--- src/rtl/core/euler_zxz_pose_matrix_core_defines.svh ---
// Assertion macros shared by the pose matrix core.
`ifndef EULER_ZXZ_POSE_MATRIX_CORE_DEFINES_SVH
`define EULER_ZXZ_POSE_MATRIX_CORE_DEFINES_SVH
// Clocked implication, disabled while reset is low.
`define EZP_ASSERT_IMP(label, clk, rst_n, ante, cons, msg) \
    label: assert property (@(posedge clk) disable iff (!rst_n) (ante) |-> (cons)) \
        else $error(msg);
// Clocked next-cycle implication, disabled while reset is low.
`define EZP_ASSERT_NEXT(label, clk, rst_n, ante, cons, msg) \
    label: assert property (@(posedge clk) disable iff (!rst_n) (ante) |=> (cons)) \
        else $error(msg);
`endif

--- src/rtl/core/ezp_pkg.sv ---
// Package: payload types and fixed-point constants of the pose matrix core.
package ezp_pkg;
    typedef struct packed {
        logic signed [15:0] angle_first;
        logic signed [15:0] angle_tilt;
        logic signed [15:0] angle_last;
        logic signed [31:0] shift_x;
        logic signed [31:0] shift_y;
        logic signed [31:0] shift_z;
    } t_in;

    typedef struct packed {
        logic signed [15:0] r00;
        logic signed [15:0] r01;
        logic signed [15:0] r02;
        logic signed [15:0] r10;
        logic signed [15:0] r11;
        logic signed [15:0] r12;
        logic signed [15:0] r20;
        logic signed [15:0] r21;
        logic signed [15:0] r22;
        logic signed [31:0] out_shift_x;
        logic signed [31:0] out_shift_y;
        logic signed [31:0] out_shift_z;
    } t_out;

    localparam int ATAN_ENTRIES = 24;
    localparam logic signed [35:0] Q30_TWO_PI  = 36'sd6746518852;
    localparam logic signed [35:0] Q30_PI      = 36'sd3373259426;
    localparam logic signed [35:0] Q30_HALF_PI = 36'sd1686629713;
    localparam logic signed [33:0] Q30_GAIN    = 34'sd652032874;

    function automatic logic signed [33:0] atan_q30(input logic [4:0] idx);
        logic signed [33:0] v;
        case (idx)
            5'd0:  v = 34'sh3243F6A8;
            5'd1:  v = 34'sh1DAC6705;
            5'd2:  v = 34'sh0FADBAFC;
            5'd3:  v = 34'sh07F56EA6;
            5'd4:  v = 34'sh03FEAB76;
            5'd5:  v = 34'sh01FFD55B;
            5'd6:  v = 34'sh00FFFAAA;
            5'd7:  v = 34'sh007FFF55;
            5'd8:  v = 34'sh003FFFEA;
            5'd9:  v = 34'sh001FFFFD;
            5'd10: v = 34'sh000FFFFF;
            5'd11: v = 34'sh0007FFFF;
            5'd12: v = 34'sh0003FFFF;
            5'd13: v = 34'sh0001FFFF;
            5'd14: v = 34'sh0000FFFF;
            5'd15: v = 34'sh00007FFF;
            5'd16: v = 34'sh00003FFF;
            5'd17: v = 34'sh00001FFF;
            5'd18: v = 34'sh00000FFF;
            5'd19: v = 34'sh000007FF;
            5'd20: v = 34'sh000003FF;
            5'd21: v = 34'sh000001FF;
            5'd22: v = 34'sh000000FF;
            5'd23: v = 34'sh0000007F;
            default: v = '0;
        endcase
        return v;
    endfunction
endpackage

--- src/rtl/core/ezp_cordic.sv ---
// Pipelined sine/cosine unit: range reduction, one CORDIC step per stage, Q20 rounding.
module ezp_cordic #(
    parameter int STEPS = 16
) (
    input  logic               i_clk,
    input  logic               i_en,
    input  logic signed [15:0] i_angle,
    output logic signed [21:0] o_sin,
    output logic signed [21:0] o_cos
);
    import ezp_pkg::*;

    localparam int N = (STEPS > ATAN_ENTRIES) ? ATAN_ENTRIES : STEPS;

    logic signed [35:0] w_z0, w_z1, w_z2;
    logic               w_flip;
    logic signed [33:0] r_z [0:N];
    logic signed [33:0] r_x [0:N];
    logic signed [33:0] r_y [0:N];
    logic               r_flip [0:N];
    logic signed [33:0] w_xf, w_yf;

    // Reduce into [-pi/2, pi/2]; one wrap suffices for a Q4.12 input.
    always_comb begin
        w_z0 = 36'(i_angle) <<< 18;
        w_z1 = w_z0;
        if (w_z0 > Q30_PI) begin
            w_z1 = w_z0 - Q30_TWO_PI;
        end else if (w_z0 < -Q30_PI) begin
            w_z1 = w_z0 + Q30_TWO_PI;
        end
        w_z2 = w_z1;
        w_flip = 1'b0;
        if (w_z1 > Q30_HALF_PI) begin
            w_z2 = w_z1 - Q30_PI;
            w_flip = 1'b1;
        end else if (w_z1 < -Q30_HALF_PI) begin
            w_z2 = w_z1 + Q30_PI;
            w_flip = 1'b1;
        end
    end

    always_ff @(posedge i_clk) begin
        if (i_en) begin
            r_z[0]    <= w_z2[33:0];
            r_x[0]    <= Q30_GAIN;
            r_y[0]    <= '0;
            r_flip[0] <= w_flip;
        end
    end

    for (genvar g = 0; g < N; g++) begin : g_step
        always_ff @(posedge i_clk) begin
            if (i_en) begin
                r_flip[g+1] <= r_flip[g];
                if (!r_z[g][33]) begin
                    r_x[g+1] <= r_x[g] - (r_y[g] >>> g);
                    r_y[g+1] <= r_y[g] + (r_x[g] >>> g);
                    r_z[g+1] <= r_z[g] - atan_q30(5'(g));
                end else begin
                    r_x[g+1] <= r_x[g] + (r_y[g] >>> g);
                    r_y[g+1] <= r_y[g] - (r_x[g] >>> g);
                    r_z[g+1] <= r_z[g] + atan_q30(5'(g));
                end
            end
        end
    end

    always_comb begin
        w_xf = r_flip[N] ? -r_x[N] : r_x[N];
        w_yf = r_flip[N] ? -r_y[N] : r_y[N];
    end

    always_ff @(posedge i_clk) begin
        if (i_en) begin
            o_cos <= 22'((w_xf + 34'sd512) >>> 10);
            o_sin <= 22'((w_yf + 34'sd512) >>> 10);
        end
    end
endmodule

--- config.mk ---
export PLATFORM = sky130hd
export DESIGN_NAME = ezp_cordic
export DESIGN_NICKNAME = d
export VERILOG_FILES = /design/src/rtl/core/euler_zxz_pose_matrix_core_defines.svh /design/src/rtl/core/ezp_pkg.sv /design/src/rtl/core/ezp_cordic.sv
export SDC_FILE = /design/constraint.sdc
export NUM_CORES = 2
export LEC_CHECK = 0
export BUFFER_PORTS_ARGS = -buffer_cell sky130_fd_sc_hd__buf_2
export CORE_MARGIN = 1.5
export CORE_UTILIZATION = 30
export CTS_CLUSTER_DIAMETER = 60
export DETAILED_ROUTE_END_ITERATION = 8
export PLACE_DENSITY = 0.44
export SYNTH_ARGS = -nofsm -noshare
export SYNTH_HDL_FRONTEND = slang
export SYNTH_SLANG_ARGS = --single-unit
--- constraint.sdc ---
create_clock -name i_clk -period 7.5 [get_ports i_clk]
set_input_delay 1.875 -clock i_clk [delete_from_list [all_inputs] [get_ports i_clk]]
set_output_delay 1.875 -clock i_clk [all_outputs]
set_load 0.005 [all_outputs]
# Word level (Yosys, flattened, before mapping)
# Memory sizes are Yosys's and may differ from the RTL's.
# Cells that the tools add are included.
[op_classes]
add_sub_neg = 103
magnitude_cmp = 4
muxes = 154
n_bitwise = 48
[ops]
columns = ["cell", "count"]
rows = [
  ["$mux W34", 50],
  ["$mux W1", 100],
  ["$mux W36", 2],
  ["$add A34 B19 Y34", 2],
  ["$add A34 B20 Y34", 2],
  ["$add A34 B21 Y34", 2],
  ["$add A34 B22 Y34", 2],
  ["$add A34 B23 Y34", 2],
  ["$add A34 B24 Y34", 2],
  ["$add A34 B25 Y34", 2],
  ["$add A34 B26 Y34", 2],
  ["$add A34 B27 Y34", 2],
  ["$add A34 B28 Y34", 2],
  ["$add A34 B29 Y34", 2],
  ["$add A34 B30 Y34", 2],
  ["$add A34 B31 Y34", 2],
  ["$add A34 B32 Y34", 2],
  ["$add A34 B33 Y34", 2],
  ["$sub A34 B19 Y34", 2],
  ["$sub A34 B20 Y34", 2],
  ["$sub A34 B21 Y34", 2],
  ["$sub A34 B22 Y34", 2],
  ["$sub A34 B23 Y34", 2],
  ["$sub A34 B24 Y34", 2],
  ["other kinds (55)", 115],
]
[totals]
register_bits = 44
mem_bits_rw = 1751
in_bits = 18
output_inout_bits = 44
wordCells = 315
memories = 4
[mem_list]
columns = ["name", "depth", "width", "read_ports", "rd_ports_with_merged_regs", "write_ports", "line", "rtl"]
rows = [
  ["r_x", 17, 34, 17, 0, 17, "ezp_cordic.sv:18", "logic signed [33:0] r_x [0:N];"],
  ["r_y", 17, 34, 17, 0, 17, "ezp_cordic.sv:19", "logic signed [33:0] r_y [0:N];"],
  ["r_z", 17, 34, 16, 0, 17, "ezp_cordic.sv:17", "logic signed [33:0] r_z [0:N];"],
  ["r_flip", 17, 1, 17, 0, 17, "ezp_cordic.sv:20", "logic r_flip [0:N];"],
]

# Longest topological paths before layout
[depth]
word_depth = 6
depth_mapped = 22
mapped_depth_nobuf = 22

# Worst setup path before layout
# OpenSTA, ideal clock, no wires.
[synth_timing]
path_kind = "input to register"
start = "input port i_en"
end = "memory r_y[4][32] (data pin)"
setup_ns = 0.258
arrival_ns = 6.451
required_time_ns = 7.242
path_slack_ns = 0.791
cell_stages = 20
n_path_buf = 4
cell_sequence = "clkbuf_1 clkbuf_1 nand2_1 inv_1 clkbuf_1 buf_1 nor2_1 xnor2_1 ha_1 a21o_1 a21oi_1 o21ai_0 a21bo_2 o2111ai_1 o21ai_1 a311o_1 a311o_1 a211o_1 a21oi_1 xnor2_1"
[synth_lines]
columns = ["element", "line", "rtl"]
rows = [
  ["from (decl)", "ezp_cordic.sv:6", "input logic i_en,"],
  ["to (decl)", "ezp_cordic.sv:19", ""],
]

==> key figures <==
Yosys
  • Synth top area share: 36.0%
  • Cell Area, Synth: 0.128 mm²
  • Top cells by area in the synthesized netlist: edfxtp_1 (36%), ha_1 (14%), xnor2_1 (9.4%), a21oi_1 (5.3%), xor2_1 (4.0%)
  • Avg Inst Size Synth: 9.68 µm²
  • Top cells by count, synth: edfxtp_1 (1540), ha_1 (1429), xnor2_1 (1381), a21oi_1 (1371), nor2_1 (985)
  • Post-synth cell types: 108
  • Number of synthesized register bits: 1540
  • Yosys warns: 0
  • Cells after synthesis: 13.3k
  • Post-synth EDFFs: 1540
  • Synthesized Nets: 14.8k
  • Asr flop ratio synth: 0%
  • Post-synthesis sequential area ratio: 36.0%
  • Top_reg_cell synth: edfxtp_1
  • Largest area contributor in the netlist: edfxtp_1
  • Cell with the most instances after synthesis: edfxtp_1

GRT
  • Largest net degree at the start of global routing: 158
  • Total Routing Usage GR: 16.4%
  • Remaining Overflow, GRT: 0
  • Vias in the first global route: 95.9k
  • First-pass GRT wire length: 568000 µm
  • Initial antenna violation count: 3

Worst hold path
  • WHS Path Cells: 0
  • Type of the tightest min-delay check: reg2reg

Critical path
  • Crit Reg-Reg Endpoint: r_x[13][32]
  • Path depth of the worst reg2reg path: 17
  • Reg2Reg Setup Slack: 1.45 ns
  • Crit Path Category: reg2reg
  • CP Max Fanout: 8
  • Crit path launch: r_y[12][12]
  • CP Launch Type: flop
  • Reg2reg start: r_y[12][12]
  • Worst EP required: 8.18 ns
  • CP Capture Type: flop
  • WP data arrival: 6.73 ns
  • Worst setup endpoint: r_x[13][32]

Die
  • Die W: 657 µm
  • # rows: 240
  • Die Span Y: 657 µm
  • Ports: 62
  • Starting Density: 30.1%
  • Core outline area: 0.427 mm²
  • Die area: 0.432 mm²

Clock network
  • Root buffer cell: clkbuf_16
  • Post-CTS Hold Fix Bufs: 0
  • CTS Buffer Depth: 4
  • Cts repair resizes: 0
  • Clock Pin Slew Worst Setup and Hold Paths: 0.06 ns
  • CTS tree: done
  • TritonCTS buffer count: 229
  • Clock latency on the worst-skew pair: 0.93 ns
  • Post-CTS Setup Inserts: 0
  • Clock sinks: 1540
  • Total number of H-tree levels: 4

Cells and area
  • Final nets: 15.0k
  • Area of the multi-input gates: 0.0791 mm²
  • Area growth syn-to-layout: 12.1%
  • Final instance count without filler cells: 19.4k
  • Filler cells: 43.7k
  • Sequential Area: 0.0462 mm²
  • Proportion of layout cells with a drive suffix above 1: 5.71%

Drt
  • Antenna Nets Post-Route: 0
  • DRC Markers: 0
  • DR WL/cell: 18.9 µm
  • Drt pass-1 iters: 6
  • Routed wire length: 367000 µm
  • Drt via density: 5.04
  • Drt initial violations: 5753
  • Via count: 97.6k

Timing
  • Fin. max-slew vios: 0
  • Setup violators final: 0
  • RSZ-0062 raised after global routing: false
  • Skew final: 0.0875 ns
  • Final min period: 6.05 ns
  • Post-Route Setup TNS: 0 ns
  • Hold violation total from the final report: 0
  • Worst slew pin tran: 1.28 ns
  • Maximum clock rate: 165 MHz
  • Relative slew margins: 13.8%
  • Final period utilization: 80.7%

Placed design
  • RD Place Congestion: 0.863
  • Detail Placement HPWL: 295000 µm
  • Cells after DPL: 19.0k
  • Port buffer count: 61

Outcome
  • Status: finished clean

Flow run
  • Max_cap viols: 0
-- how the worst min path moves through the flow --
stage	start	endpoint	slack [ns]
floorplan	r_flip[0][9]	r_flip[0][10]	0.40
global placement	r_flip[0][15]	r_flip[1][0]	0.40
detailed placement	r_flip[0][15]	r_flip[1][0]	0.41
CTS	r_flip[0][9]	r_flip[0][10]	0.41
global route	r_flip[0][15]	r_flip[1][0]	0.42
finish	r_flip[0][9]	r_flip[0][10]	0.41
-- placed cells by master (no fill, tap or decap), types with 35 or more instances in the layout --
cell	count
or3_1	109
mux2i_1	57
ha_1	1429
o21ai_0	708
clkbuf_16	232
nor2b_1	170
nand4_1	105
nor3_1	339
or4_1	46
and2_1	75
nand2b_1	184
clkinv_1	35
o41ai_1	65
o31ai_1	124
a211oi_1	91
o211ai_1	52
xnor2_1	1381
a21oi_1	1371
a21o_1	606
and3_1	99
buf_4	137
buf_2	60
nor4_1	83
edfxtp_1	1540
mux2_2	45
nand3_1	267
nor2_1	985
a31oi_1	125
xor2_1	589
fa_1	43
o21bai_1	185
a21boi_0	47
or2_2	46
o21a_1	196
inv_1	575
nand2_1	727
-- logic make-up (layout without fill, tap and decap cells) --
family | Yosys count | in the layout | synth area share [%]
AO/OA/AOI/OAI | 4005 | 4005 | 19.9
AND/OR/NAND/NOR | 3380 | 3380 | 12.8
XOR/XNOR | 1973 | 1973 | 13.5
flip-flops | 1540 | 1540 | 36.0
adder cells (fa/ha/maj) | 1475 | 1475 | 14.6
buffers and inverters | 796 | 1216 | 2.37
multiplexers | 102 | 102 | 0.839
other | 0 | 2 | 0
-- per-layer routing --
metal,up-vias,routed length (µm),global-route usage [%]
met2,1171,176000,28.7
met1,46000,172000,21.7
li1,50000,-,-
met4,0,9800,4.35
met5,-,0,0
met3,450,8650,1.41
-- flip-flops by register name (all words and copies together), names as in the netlist --
register	count
r_z	489
r_flip	16
r_x	482
o_sin	22
r_y	509
o_cos	22
-- layout make-up --
class	instances	area share, %
clock buffer	261	4.11
timing repair buffer	206	1.05
inverter	588	1.53
tap	5687	4.94
multi-input combinational	10900	55.0
antenna	2	0.00348
sequential	1540	32.1
clock inverter	161	1.22
-- worst max-delay path: stages (launching register included) --
cell,delay [ns]
edfxtp_1,0.52
inv_1,0.10
ha_1,0.17
nand2b_1,0.09
or4b_2,0.73
or3_1,0.46
or4_1,0.51
o21ai_0,0.68
nand2_1,0.13
ha_1,0.46
nand3_1,0.16
or3_1,0.41
o311ai_0,0.51
nand4_1,0.18
nand4_1,0.14
a31o_2,0.16
a21oi_1,0.07
xnor2_1,0.36
-- through the flow --
step                hold slack, ns  setup slack, ns  instance area, µm²  utilization, %
floorplan                    0.400            0.791              128000               -
global placement             0.403            0.648              136000            31.9
detailed placement           0.408            0.628              136000            31.9
CTS                          0.414             1.49              144000            33.7
global route                 0.423             1.16              144000            33.7
finish                       0.414             1.45              144000            33.7
Power is not shown: default switching activity piles up to over one toggle a cycle in this logic, so the estimate is an artifact.
